$ cat config.mk
export PLATFORM = sky130hd
export DESIGN_NAME = epoch_seconds_to_date
export DESIGN_NICKNAME = d
export VERILOG_FILES = /design/src/rtl/edt_pkg.sv /design/src/rtl/edt_ucode_rom.sv /design/src/rtl/edt_datapath.sv /design/src/rtl/epoch_seconds_to_date.sv
export SDC_FILE = /design/constraint.sdc
export NUM_CORES = 1
export LEC_CHECK = 0
export BUFFER_PORTS_ARGS = -buffer_cell sky130_fd_sc_hd__buf_2
export CORE_MARGIN = 3
export CORE_UTILIZATION = 39
export DETAILED_ROUTE_END_ITERATION = 8
export HOLD_SLACK_MARGIN = 0.15
export PLACE_DENSITY = 0.7
export SKIP_CTS_REPAIR_TIMING = 1
export SYNTH_ARGS = -nofsm -noshare
export SYNTH_HDL_FRONTEND = slang
export SYNTH_SLANG_ARGS = --single-unit
$ cat constraint.sdc
create_clock -name clk -period 4.6 [get_ports clk]
set_clock_uncertainty 0.1 [all_clocks]
set_input_delay 0.23 -clock clk [delete_from_list [all_inputs] [get_ports clk]]
set_output_delay 0.23 -clock clk [all_outputs]
set_load 0.01 [all_outputs]
$ cat src/rtl/edt_pkg.sv
`default_nettype none
// ----------------------------------------------------------------------------
// edt_pkg
// shared types, constants and the month length function of the epoch seconds
// to date converter
// ----------------------------------------------------------------------------
package edt_pkg;

	localparam int unsigned SecsPerDay      = 86400;
	localparam int unsigned SecsPerYear     = 365 * SecsPerDay;
	localparam int unsigned SecsPerLeapYear = 366 * SecsPerDay;

	localparam logic [11:0] EpochYear  = 12'd1970;
	localparam logic [11:0] NoLeapYear = 12'd2100; // only century year in range that is not leap
	localparam logic [3:0]  LastMonth  = 4'd12;

	typedef logic [2:0] pc_t;

	localparam pc_t PC_LOAD  = 3'd0;
	localparam pc_t PC_YEAR  = 3'd1;
	localparam pc_t PC_MONTH = 3'd2;
	localparam pc_t PC_DAY   = 3'd3;
	localparam pc_t PC_EMIT  = 3'd4;

	typedef enum logic [1:0] {
		COND_IN_VALID,
		COND_FITS,
		COND_OUT_FREE
	} cond_t;

	typedef enum logic [1:0] {
		ACT_LOAD,
		ACT_SUB,
		ACT_EMIT
	} act_t;

	typedef enum logic [1:0] {
		LEN_YEAR,
		LEN_MONTH,
		LEN_DAY
	} len_sel_t;

	// one control word: when cond holds, do act and go to jump_pc, else go to next_pc
	typedef struct packed {
		cond_t    cond;
		act_t     act;
		len_sel_t len_sel;
		pc_t      jump_pc;
		pc_t      next_pc;
	} ctl_t;

	// datapath controls from the sequencer
	typedef struct packed {
		logic     load;
		logic     step;
		len_sel_t len_sel;
	} dp_ctl_t;

	// seconds in a month, february by the leap flag
	function automatic logic [31:0] month_secs(input logic [3:0] month, input logic leap);
		logic [4:0] days;
		case (month)
			4'd2:                    days = leap ? 5'd29 : 5'd28;
			4'd4, 4'd6, 4'd9, 4'd11: days = 5'd30;
			default:                 days = 5'd31;
		endcase
		return 32'(days) * 32'(SecsPerDay);
	endfunction

endpackage
`default_nettype wire

$ cat src/rtl/edt_ucode_rom.sv
`default_nettype none
// ----------------------------------------------------------------------------
// edt_ucode_rom
// control store of the converter, one control word per program step
// ----------------------------------------------------------------------------
module edt_ucode_rom (
	input  wire  edt_pkg::pc_t  pc,
	output edt_pkg::ctl_t       ctl
);
	import edt_pkg::*;

	always_comb begin
		case (pc)
			// wait for an item, load remainder and counters
			PC_LOAD:  ctl = '{COND_IN_VALID, ACT_LOAD, LEN_DAY, PC_YEAR, PC_LOAD};
			// take away whole years
			PC_YEAR:  ctl = '{COND_FITS, ACT_SUB, LEN_YEAR, PC_YEAR, PC_MONTH};
			// take away whole months
			PC_MONTH: ctl = '{COND_FITS, ACT_SUB, LEN_MONTH, PC_MONTH, PC_DAY};
			// take away whole days
			PC_DAY:   ctl = '{COND_FITS, ACT_SUB, LEN_DAY, PC_DAY, PC_EMIT};
			// hand the date to the output register once it is free
			PC_EMIT:  ctl = '{COND_OUT_FREE, ACT_EMIT, LEN_DAY, PC_LOAD, PC_EMIT};
			default:  ctl = '{COND_IN_VALID, ACT_LOAD, LEN_DAY, PC_YEAR, PC_LOAD};
		endcase
	end

endmodule
`default_nettype wire

$ cat src/rtl/edt_datapath.sv
`default_nettype none
// ----------------------------------------------------------------------------
// edt_datapath
// remainder register with one subtractor, and year, month and day counters
// ----------------------------------------------------------------------------
module edt_datapath (
	input  wire              clk,
	input  wire  edt_pkg::dp_ctl_t dp_ctl,
	input  wire  [31:0]      epoch_seconds,
	output logic             fits,
	output logic [11:0]      year_cnt,
	output logic [3:0]       month_cnt,
	output logic [4:0]       day_cnt
);
	import edt_pkg::*;

	logic [31:0] rem_q;
	logic [11:0] year_q;
	logic [3:0]  month_q;
	logic [4:0]  day_q;
	logic        leap;
	logic [31:0] len;
	logic [32:0] diff;

	// 2000 is leap by the 400 rule, 2100 is the only exception in range
	assign leap = (year_q[1:0] == 2'b00) && (year_q != NoLeapYear);

	always_comb begin
		case (dp_ctl.len_sel)
			LEN_YEAR:  len = leap ? 32'(SecsPerLeapYear) : 32'(SecsPerYear);
			LEN_MONTH: len = month_secs(month_q, leap);
			default:   len = 32'(SecsPerDay);
		endcase
	end

	assign diff = {1'b0, rem_q} - {1'b0, len};
	assign fits = !diff[32] && !(dp_ctl.len_sel == LEN_MONTH && month_q == LastMonth);

	always_ff @(posedge clk) begin
		if (dp_ctl.load) begin
			rem_q   <= epoch_seconds;
			year_q  <= EpochYear;
			month_q <= 4'd1;
			day_q   <= 5'd1;
		end else if (dp_ctl.step && fits) begin
			rem_q <= diff[31:0];
			case (dp_ctl.len_sel)
				LEN_YEAR:  year_q  <= year_q + 12'd1;
				LEN_MONTH: month_q <= month_q + 4'd1;
				default:   day_q   <= day_q + 5'd1;
			endcase
		end
	end

	assign year_cnt  = year_q;
	assign month_cnt = month_q;
	assign day_cnt   = day_q;

endmodule
`default_nettype wire

$ cat src/rtl/epoch_seconds_to_date.sv
`default_nettype none
// ----------------------------------------------------------------------------
// epoch_seconds_to_date
// unix seconds to gregorian year, month and day, run by a microcoded sequencer
// ----------------------------------------------------------------------------
//
// channel  direction  handshake            payload
// in       input      in_valid / in_ready   epoch_seconds[31:0]
// out      output     out_valid / out_ready year[11:0], month[3:0], day_of_month[4:0]
//
// one item: a load step, a step per whole year plus one, per whole month plus one,
// per whole day plus one, and an emit step
// reset clears the step counter and the output valid flag, nothing else
// in_ready is high only on the load step; the next item is taken while the
// previous date still waits in the output register
// the emit step holds while the output register is full and not being taken
//
module epoch_seconds_to_date (
	input  wire         clk,
	input  wire         arst_n,
	input  wire         in_valid,
	output logic        in_ready,
	input  wire  [31:0] epoch_seconds,
	output logic        out_valid,
	input  wire         out_ready,
	output logic [11:0] year,
	output logic [3:0]  month,
	output logic [4:0]  day_of_month
);
	import edt_pkg::*;

	pc_t         pc_q;
	ctl_t        ctl;
	dp_ctl_t     dp_ctl;
	logic        fits;
	logic        cond_true;
	logic        out_free;
	logic [11:0] year_cnt;
	logic [3:0]  month_cnt;
	logic [4:0]  day_cnt;
	logic        out_valid_q;
	logic [11:0] year_q;
	logic [3:0]  month_q;
	logic [4:0]  day_q;

	edt_ucode_rom u_rom (
		.pc  (pc_q),
		.ctl (ctl)
	);

	// output slot can take a date if empty or emptied this cycle
	assign out_free = !out_valid_q || out_ready;

	// branch condition of the current control word
	always_comb begin
		case (ctl.cond)
			COND_IN_VALID: cond_true = in_valid;
			COND_FITS:     cond_true = fits;
			COND_OUT_FREE: cond_true = out_free;
			default:       cond_true = 1'b0;
		endcase
	end

	assign dp_ctl.load    = (ctl.act == ACT_LOAD) && cond_true;
	assign dp_ctl.step    = (ctl.act == ACT_SUB);
	assign dp_ctl.len_sel = ctl.len_sel;

	assign in_ready = (ctl.cond == COND_IN_VALID);

	edt_datapath u_dp (
		.clk           (clk),
		.dp_ctl        (dp_ctl),
		.epoch_seconds (epoch_seconds),
		.fits          (fits),
		.year_cnt      (year_cnt),
		.month_cnt     (month_cnt),
		.day_cnt       (day_cnt)
	);

	// step counter: conditional jump or fall to the next step
	always_ff @(posedge clk or negedge arst_n) begin
		if (!arst_n) begin
			pc_q <= PC_LOAD;
		end else begin
			pc_q <= cond_true ? ctl.jump_pc : ctl.next_pc;
		end
	end

	// output register
	always_ff @(posedge clk or negedge arst_n) begin
		if (!arst_n) begin
			out_valid_q <= 1'b0;
		end else if (ctl.act == ACT_EMIT && cond_true) begin
			out_valid_q <= 1'b1;
		end else if (out_ready) begin
			out_valid_q <= 1'b0;
		end
	end

	always_ff @(posedge clk) begin
		if (ctl.act == ACT_EMIT && cond_true) begin
			year_q  <= year_cnt;
			month_q <= month_cnt;
			day_q   <= day_cnt;
		end
	end

	assign out_valid    = out_valid_q;
	assign year         = year_q;
	assign month        = month_q;
	assign day_of_month = day_q;

	// an accepted item starts the year loop
	a_accept_starts_years: assert property (@(posedge clk) disable iff (!arst_n)
		(in_valid && in_ready) |=> (pc_q == PC_YEAR))
		else $error("accepted item did not start the year loop");

	// a completed emit step always leaves a valid date behind
	a_emit_fills_output: assert property (@(posedge clk) disable iff (!arst_n)
		(pc_q == PC_EMIT && out_free) |=> (out_valid && pc_q == PC_LOAD))
		else $error("emit step did not fill the output register");

	// a delivered date is within the calendar ranges
	a_date_in_range: assert property (@(posedge clk) disable iff (!arst_n)
		out_valid |-> (month >= 4'd1 && month <= 4'd12 && day_of_month >= 5'd1
			&& year >= 12'd1970 && year <= 12'd2106))
		else $error("date out of range");

endmodule
`default_nettype wire

* Word-level counts from Yosys, hierarchy flattened
Cells that the tools add are included. W data, S select, Z words.
Cells by class: shift-type cells 0, bitwise gates (word level) 1, reduce and logical (&&, ||, !) cells 21, order comparisons 0, equal/unequal tests 16, muxes and demuxes 12, divide/modulo/power cells 0, add/sub/neg operators 4, $mul 1
Operator list (count):
- $mux W32 | 2
- $pmux W32 S2 | 1
- $pmux W12 S4 | 1
- $sub A32 B32 Y33 | 1
- $mux W18 | 1
- $mul A5 B10 Y15 const B | 1
- $add A12 B1 Y12 const B | 1
- $eq A4 B4 Y1 const B | 3
- $ne A12 B12 Y1 const B | 1
- $pmux W5 S2 | 1
- $eq A4 B3 Y1 const B | 2
- $logic_not A2 Y1 | 4
- $eq A2 B1 Y1 const B | 3
- $eq A3 B2 Y1 const B | 2
- $logic_and A1 B1 Y1 | 6
- $reduce_and A2 Y1 | 3
- $add A5 B1 Y5 const B | 1
- $mux W5 | 1
- $add A4 B1 Y4 const B | 1
- $eq A2 B2 Y1 const B | 2
- $eq A4 B2 Y1 const B | 1
- $reduce_bool A2 Y1 | 2
- $reduce_or A4 Y1 | 1
- $eq A3 B1 Y1 const B | 1
- other kinds (8) | 12
Storage, ports and cells: bits in registers 78, memory bits (writable) 0, memories kept 0, input bits 36, bits in read-only memories 0, latch bits 0

* Logic depth before layout (Yosys ltp)
Gate-level depths: netlist of run 1.
depth after elaboration 13, mapped depth 21

* Hierarchy
Synthesis of run 1 repeated with hierarchy kept, for this count alone.
Second synthesis, totals: cells, all modules 492, area, all modules 4759.6 µm²
By module, submodules not included:
- edt_datapath | times used 1, cells an instance 416, sequential area each 1171.1 µm², area each 3652.3 µm²
- epoch_seconds_to_date | times used 1, cells an instance 59, sequential area each 730.7 µm², area each 992.2 µm²
- edt_ucode_rom | times used 1, cells an instance 17, sequential area each 0.0 µm², area each 115.1 µm²

* Worst setup path after synthesis of run 1
OpenSTA, ideal clock, no wires.
kind flip-flop to flip-flop, start point register u_dp.month_q[0] (netlist: u_dp.month_cnt[0]), end point register u_dp.rem_q[10], enable pin, buffers on the path 0, setup time 0.393 ns, stages on the path, launching flop included 16, arrival time 3.885 ns, slack 0.222 ns, clock period less this slack 4.378 ns, path through dfxtp_1 -> inv_1 -> ha_1 -> o21ai_0 -> nand2_1 -> o21ai_0 -> ha_1 -> and2_1 -> ha_1 -> nor2b_1 -> o2111ai_1 -> a21oi_1 -> o21ai_0 -> a21o_2 -> and2_2 -> a21oi_2
On the way: cells in the longest elaborated chain, start to end 12, elaborated cells between the ends (all ways) 20, classes of those cells add/sub: 1; mul: 1; eq/ne: 6; mux: 4; reduce/logical: 8
RTL lines:
- from (decl) | line edt_datapath.sv:19 | logic [3:0] month_q;
- from (signal assigned) | line edt_datapath.sv:49 | LEN_MONTH: month_q <= month_q + 4'd1;
- $eq A4 B3 Y1 / $eq A4 B4 Y1 (equally long branches) | line edt_pkg.sv:62 | case (month)
- $reduce_or A4 Y1 | line edt_pkg.sv:62
- $pmux W5 S2 | line edt_pkg.sv:62
- $mux W5 | line edt_datapath.sv:29 | case (dp_ctl.len_sel)
- $mul A5 B10 Y15 | line edt_pkg.sv:67 | return 32'(days) * 32'(SecsPerDay);
- $pmux W32 S2 | line edt_datapath.sv:29
- $sub A32 B32 Y33 | line edt_datapath.sv:36 | assign diff = {1'b0, rem_q} - {1'b0, len};
- $logic_not A1 Y1 | line edt_datapath.sv:37 | assign fits = !diff[32] && !(dp_ctl.len_sel == LEN_MONTH && month_q == LastMonth);
- $logic_and A1 B1 Y1 * | line edt_datapath.sv:37
- $pmux W1 S3 | line epoch_seconds_to_date.sv:56 | case (ctl.cond)
- $logic_and A1 B1 Y1 | line epoch_seconds_to_date.sv:64 | assign dp_ctl.load = (ctl.act == ACT_LOAD) && cond_true;
- $reduce_bool A2 Y1 (no line) *
- to (signal assigned) | line edt_datapath.sv:41 | rem_q <= epoch_seconds;
- to (signal assigned) | line edt_datapath.sv:46 | rem_q <= diff[31:0];
- to (decl) | line edt_datapath.sv:17 | logic [31:0] rem_q;
Every way passes the cells marked *; elsewhere a longest branch is shown, timed or not. The select of a mux whose other input is x is not followed. A chain may end at the register's enable or synchronous reset.

* Worst setup path after layout of run 1
start point register u_dp.year_q[3] (netlist: u_dp.year_cnt[3]), end point register u_dp.rem_q[31], data pin
On the way: cells in the longest elaborated chain, start to end 13, elaborated cells between the ends (all ways) 15, classes of those cells add/sub: 1; mul: 1; eq/ne: 1; mux: 8; reduce/logical: 4
RTL lines:
- from (decl) | line edt_datapath.sv:18 | logic [11:0] year_q;
- from (signal assigned) | line edt_datapath.sv:42 | year_q <= EpochYear;
- from (signal assigned) | line edt_datapath.sv:48 | LEN_YEAR: year_q <= year_q + 12'd1;
- $ne A12 B12 Y1 * | line edt_datapath.sv:26 | assign leap = (year_q[1:0] == 2'b00) && (year_q != NoLeapYear);
- $logic_and A1 B1 Y1 * | line edt_datapath.sv:26
- $mux W1 | line edt_pkg.sv:63 | 4'd2: days = leap ? 5'd29 : 5'd28;
- $pmux W5 S2 | line edt_pkg.sv:62
- $mux W5 | line edt_datapath.sv:29
- $mul A5 B10 Y15 | line edt_pkg.sv:67
- $pmux W32 S2 * | line edt_datapath.sv:29
- $sub A32 B32 Y33 * | line edt_datapath.sv:36
- $logic_not A1 Y1 | line edt_datapath.sv:37
- $logic_and A1 B1 Y1 | line edt_datapath.sv:37
- $pmux W1 S3 | line epoch_seconds_to_date.sv:56
- $logic_and A1 B1 Y1 | line epoch_seconds_to_date.sv:64
- $mux W32 * | line edt_datapath.sv:40 | if (dp_ctl.load) begin
Marks and branches as above.

==> results of run 1 <==
[where the power goes]
group / switching (W) / total, W / internal [W]
clock: 0.000263 / 0.000575 / 0.000312
sequential: 0.000194 / 0.00125 / 0.00106
combinational: 0.00124 / 0.00219 / 0.000951
[worst register-to-register path: cells and delay by family (launching register included)]
family | cells | cell delay [ns]
XOR/XNOR | 1 | 0.18
AND/OR/NAND/NOR | 6 | 0.98
AO/OA/AOI/OAI | 8 | 1.55
flip-flops | 1 | 0.37
adder cells (fa/ha/maj) | 2 | 0.81
[per-stage QoR]
stage | setup WS (ns) | cells | utilization [%] | hold WS [ns] | power, W
after floorplan | 0.222 | 435 | - | -0.166 | 0.00293
after global placement | 0.268 | 612 | 44.4 | -0.0551 | 0.00329
after detailed placement | 0.136 | 612 | 44.4 | -0.0529 | 0.00339
after CTS | 0.00743 | 628 | 46.6 | -0.435 | 0.00399
after global routing | -0.00695 | 651 | 49.0 | 0.153 | 0.00441
final | 0.341 | 651 | 49.0 | 0.108 | 0.00402
[routing by layer]
metal | vias to the layer above | track usage [%] | wire (um)
li1 | 1735 | - | -
met1 | 1631 | 22.5 | 4350
met2 | 109 | 24.8 | 4250
met3 | 10 | 2.94 | 488
met4 | 0 | 6.77 | 112
met5 | - | 0 | 0
[cells in the final DEF (no fill, tap or decap), drive strengths merged, types with 2 or more instances in the layout]
cell | Yosys | routed
and3 | 3 | 3
buf | 7 | 58
dfrtp | 4 | 4
and4 | 4 | 4
or3 | 3 | 3
a31o | 2 | 2
a21o | 9 | 9
dfxtp | 21 | 21
nand4 | 9 | 9
or2 | 3 | 3
bufinv | 0 | 2
clkbuf | 10 | 9
ha | 29 | 29
o21ai | 33 | 33
and2 | 9 | 9
nand3 | 14 | 14
a211oi | 6 | 6
edfxtp | 46 | 46
mux2i | 10 | 10
nor3 | 6 | 6
nand2 | 50 | 50
inv | 12 | 15
nand2b | 5 | 5
nor2b | 5 | 5
nor2 | 43 | 43
o211ai | 3 | 3
dlygate4sd3 | 0 | 23
nand3b | 2 | 2
xnor2 | 9 | 9
a21oi | 43 | 43
o2111ai | 2 | 2
xor2 | 14 | 14
a31oi | 4 | 4
[worst min-delay path by stage]
| stage | slack [ns] | startpoint | end |
|---|---|---|---|
| floorplan | -0.17 | arst_n | out_valid |
| detailed placement | -0.05 | arst_n | out_valid |
| finish | 0.11 | epoch_seconds[22] | u_dp.rem_q[22] |
| global route | 0.15 | epoch_seconds[29] | u_dp.rem_q[29] |
| global placement | -0.06 | arst_n | out_valid |
| CTS | -0.44 | arst_n | pc_q[0] |
[registers in the layout, summed over array words and instances, names as in the netlist]
signal          cells
day_of_month        5
month               4
out_valid           1
pc_q                3
u_dp.day_cnt        5
u_dp.month_cnt      4
u_dp.rem_q         25
u_dp.year_cnt      12
year               12
[cell type report]
cell class / count / share of cell area [%]
Inverter: 12 / 0.886
Tap cell: 136 / 3.35
Clock inverter: 7 / 2.02
Timing Repair Buffer: 81 / 10.8
Sequential cell: 71 / 37.4
Multi-Input combinational cell: 335 / 43.1
Clock buffer: 9 / 2.44
[cells by family (layout without fill, tap and decap cells)]
group,after synthesis,in the layout,share of synthesized area (%)
buf+inv,29,109,2.89
flops,71,71,45.3
xor+xnor,23,23,4.80
simple gates,158,158,18.1
mux,10,10,2.39
fa+ha+maj,30,30,9.13
compound gates,114,114,17.3
==> run metrics, run 1 <==
ys async rst share 5.63%; count leader, synth nand2_1; drt wl/cell 14.1 um; full die area 0.0120 mm2; Pre-antenna DRT Iters 4; grt ovf 0; CP peak stage delay 0.48 ns; #FFs+latches synth 71; Antenna Nets Post-Route 0; 1st-iter DRT viols 186; vias in the first global route 3294; outcome completed; CP arrival 4.24 ns; WP data required 4.58 ns; syn_nets 501; CP Capture Type flop; Routed WL 9200 um; Fillers 1009; slowest CP cell fa_1; Synth area leaders edfxtp_1 33%, dfxtp_1 10%, ha_1 8.7%, a21oi_1 4.8%, nand2_1 4.5%; CP Depth 17; CTS tree done; Mapped Avg Cell Area 9.64 um2; Starting Density 40.4%; fin crit share 92.6%; H-tree depth 3; Final Hold Viols 0; Post-synth EDFFs 46; nets 576; largest net degree at the start of global routing 30; Final Wtd Congestion 0.917; worst reg2reg path startpoint u_dp.year_cnt[3]; area of the multi-input gates 0.00219 mm2; Top Family by Delay on Critical Path compound AO/OA/AOI/OAI gates; maximum vdd ir drop 0.315 mV; Max clock buf depth 2; Vias 3485; endpoints failing setup 0; sequential share of the synthesized area 45.3%; Main synth FF type edfxtp_1; Core Box Area 0.0104 mm2; WP buf/inv 0; reg2reg end u_dp.rem_q[31]; Final min period 4.26 ns; Yosys warnings 0; post-synthesis to final-layout area growth 21.2%; pwr/cell area 791 mW/mm2; CTS buffer count 9; Die Width 110 um; root buf cell clkbuf_8; later-pin clock latency in the skew report 0.35 ns; DP Area 0.00461 mm2; Final HPWL DP 6560 um; Port Buffers 51; worst reg2reg path depth 17; Least-Margin Pin Slew 0.760 ns; Die Height 110 um; Slew headroom 49.2%; average via count per standard cell 5.35; cell mode on critical path nand2_1; Sink Count 71; Leak Pwr 2.11 nW; Setup crit start u_dp.year_cnt[3]; share of cells above drive strength 1 18.1%; Crit Path Max Fanout 7; Netlist cell types 56; f_max 0.235 GHz; depth of the worst hold-timing path 3; diodes inserted 0; most frequent cells after synthesis 50 x nand2_1, 46 x edfxtp_1, 43 x nor2_1; cell count after synthesis 435; R2R Setup Slk 0.34 ns; io pins 59; CP Capture Point u_dp.rem_q[31]; share of the synthesized area in the top cell type 32.9%; drt drc 0; # rows 37; CP Cell Sequence nor4_1 -> nand4_1 -> nand2_1 -> nand2_1 -> nand2_1 -> o21ai_4 -> ha_1 -> and2_1 -> fa_1 -> a211oi_2 -> o21ai_2 -> o41ai_2 -> a31o_2 -> o21a_1 -> o21ai_0 -> xor2_1 -> a21oi_1; critical setup path kind reg -> reg; Final TNS setup 0 ns; cell accounting for the most synthesized area edfxtp_1; cell area after layout 0.00508 mm2; mapped cell area 0.00419 mm2; first-pass GRT wire length 15400 um; Reg area 0.00190 mm2; class of the worst hold path in -> reg; Slew Viols, Final 0; All-Layer GR Usage 16.2%; CTS clock-pin slew for the worst setup and hold paths 0.09 ns; CP startpoint kind flop; maxcap violations 0; initial antenna violation count 0
No activity file was read; power rests on OpenSTA's default activity.
==> run 2, diff against run 1 <==
- ABC_AREA: not set -> 1
- HOLD_SLACK_MARGIN: 0.15 -> 0.05
- PLACE_DENSITY: 0.7 -> 0.69
==> run 2 against run 1 <==
Setup slack gained 0.087 ns. Area after synthesis grew 15%. First-iteration DRC count grew 52%. Count of clock-buffer cells in the layout is the same. Critical path depth grew 2. Global-route usage grew 1.2 points. Core utilization shrank 3.0 points. Critical endpoint is now u_dp.rem_q[28].
==> run metrics, run 2 <==
Synth area leaders edfxtp_1 29%, nand2_1 13%, dfxtp_1 8.7%, ha_1 7.5%, nand3_1 6.5%; post-synthesis adder-cell area fraction 7.93%; All-Layer GR Usage 17.4%; depth of the worst hold-timing path 3; reg2reg end u_dp.rem_q[28]; share of cells above drive strength 1 15.2%; Post-Synth XOR/XNOR Area 4.17%; CTS clock-pin slew for the worst setup and hold paths 0.06 ns; Slew headroom 29.6%; final hold slack 0.0592 ns; worst reg2reg path depth 19; first-pass GRT wire length 18800 um; average via count per standard cell 4.97; class of the worst hold path in -> reg; largest family of logic cells by synthesized area simple AND/OR/NAND/NOR gates; Synth Area in Compound Gates 7.96%; CP Capture Type flop; Final Hold Viols 0; drt drc 0; CP peak stage delay 0.45 ns; slowest CP cell o31ai_1; Die Width 117 um; drt wl/cell 13.2 um; Synth Area in Simple Gates 32.4%; CP Cell Sequence nor2_1 -> nand3_1 -> o31ai_1 -> nand2_1 -> nand2_1 -> inv_1 -> ha_1 -> o21ai_0 -> inv_1 -> ha_1 -> nand2_1 -> nor2_2 -> nand2_1 -> nor2_1 -> nand2_2 -> nand2_4 -> nand2_2 -> nand2_1 -> buf_4; critical setup path kind reg -> reg; H-tree depth 3; f_max 0.240 GHz; count leader, synth nand2_1; CTS tree done; full die area 0.0137 mm2; Slew Viols, Final 0; largest net degree at the start of global routing 41; Least-Margin Pin Slew 1.05 ns; Largest Register u_dp.rem_q; cell count after synthesis 633; endpoints failing setup 0; later-pin clock latency in the skew report 0.34 ns; most frequent cells after synthesis 173 x nand2_1, 76 x inv_1, 63 x nand3_1; Crit Path Max Fanout 25; WP buf/inv 3; Final min period 4.17 ns; mapped cell area 0.00483 mm2; Setup crit start u_dp.year_cnt[6]; Finished Core Util 46.0%; # rows 40; maxcap violations 0; CTS buffer count 9; outcome completed; Hold Crit Start epoch_seconds[27]; CP startpoint kind flop; CP arrival 4.08 ns; cell accounting for the most synthesized area edfxtp_1; RSZ-0062 raised after global routing no; Reg area 0.00190 mm2; Routed WL 11300 um; vias in the first global route 4079; most common cell after layout, fill and taps aside nand2_1; Yosys warnings 0; sequential share of the synthesized area 39.4%; Post-synth EDFFs 46; Sink Count 71; root buf cell clkbuf_16; most frequent cells in the layout 173 x nand2_1, 76 x inv_1, 63 x nand3_1, 51 x buf_2, 47 x nor2_1; initial antenna violation count 0; area of the multi-input gates 0.00253 mm2; Netlist cell types 36; Antenna Nets Post-Route 0; Final Wtd Congestion 0.939; io pins 59; WP data required 4.50 ns; 1st-iter DRT viols 283; max FFs per register 25; ys async rst share 5.63%; Main synth FF type edfxtp_1; worst reg2reg path startpoint u_dp.year_cnt[6]; mux cell area share after synthesis 0%; Core Box Area 0.0121 mm2; Top Family by Delay on Critical Path simple AND/OR/NAND/NOR gates; Worst Hold Path EP u_dp.rem_q[27]; Fillers 1220; #FFs+latches synth 71; diodes inserted 0; Pre-antenna DRT Iters 4; final cell count without fillers 860; cell mode on critical path nand2_1; grt ovf 0; Max clock buf depth 2; CP Depth 19; nets 753; syn_nets 699; Die Height 117 um; R2R Setup Slk 0.43 ns; Final TNS setup 0 ns; Port Buffers 51; fin crit share 90.7%; Vias 4271; Final HPWL DP 8530 um; share of the synthesized area in the top cell type 28.6%; Placed Instances 842; Starting Density 40.0%; post-synthesis to final-layout area growth 15.0%; Mapped Avg Cell Area 7.63 um2
==> run 2: final cells by class <==
class | instances | area share (%)
Multi-Input combinational cell | 467 | 45.7
Clock inverter | 7 | 1.28
Timing Repair Buffer | 56 | 5.36
Sequential cell | 71 | 34.3
Inverter | 82 | 5.59
Tap cell | 168 | 3.79
Clock buffer | 9 | 4.06
==> run 2: worst min-delay path, stage by stage <==
cell     delay [ns]
buf_2          0.07
nand2_1        0.04
nand2_1        0.05
==> run 2: cell families (layout without fill, tap and decap cells) <==
kind of cell | count (synthesis) | after routing
buf+inv | 95 | 154
xor+xnor | 23 | 23
fa+ha+maj | 30 | 30
simple gates | 345 | 345
compound gates | 69 | 69
flops | 71 | 71
==> run 2: how the worst max path moves through the flow <==
stage	to
2_1_floorplan	u_dp.rem_q[10]
3_3_place_gp	u_dp.rem_q[31]
3_5_place_dp	u_dp.rem_q[30]
4_1_cts	u_dp.rem_q[28]
5_1_grt	u_dp.rem_q[11]
6_report	u_dp.rem_q[28]
==> run 2: metal layers <==
metal  global-route usage [%]  vias up  routed length [um]
li1                         -     2205                   -
met1                     21.8     1947                5220
met5                        0        -                   0
met2                     29.9       98                5460
met4                     5.43        0                 229
met3                     3.96       21                 426
==> run 2: through the flow <==
stage / instance area (um2) / worst slack [ns]
floorplan: 4830 / 0.885
global placement: 5240 / 0.483
detailed placement: 5240 / 0.428
CTS: 5530 / 0.371
global route: 5550 / 0.0126
finish: 5550 / 0.428
Power of run 2 is not shown: default switching activity piles up to over one toggle a cycle in this logic, so the estimate is an artifact.
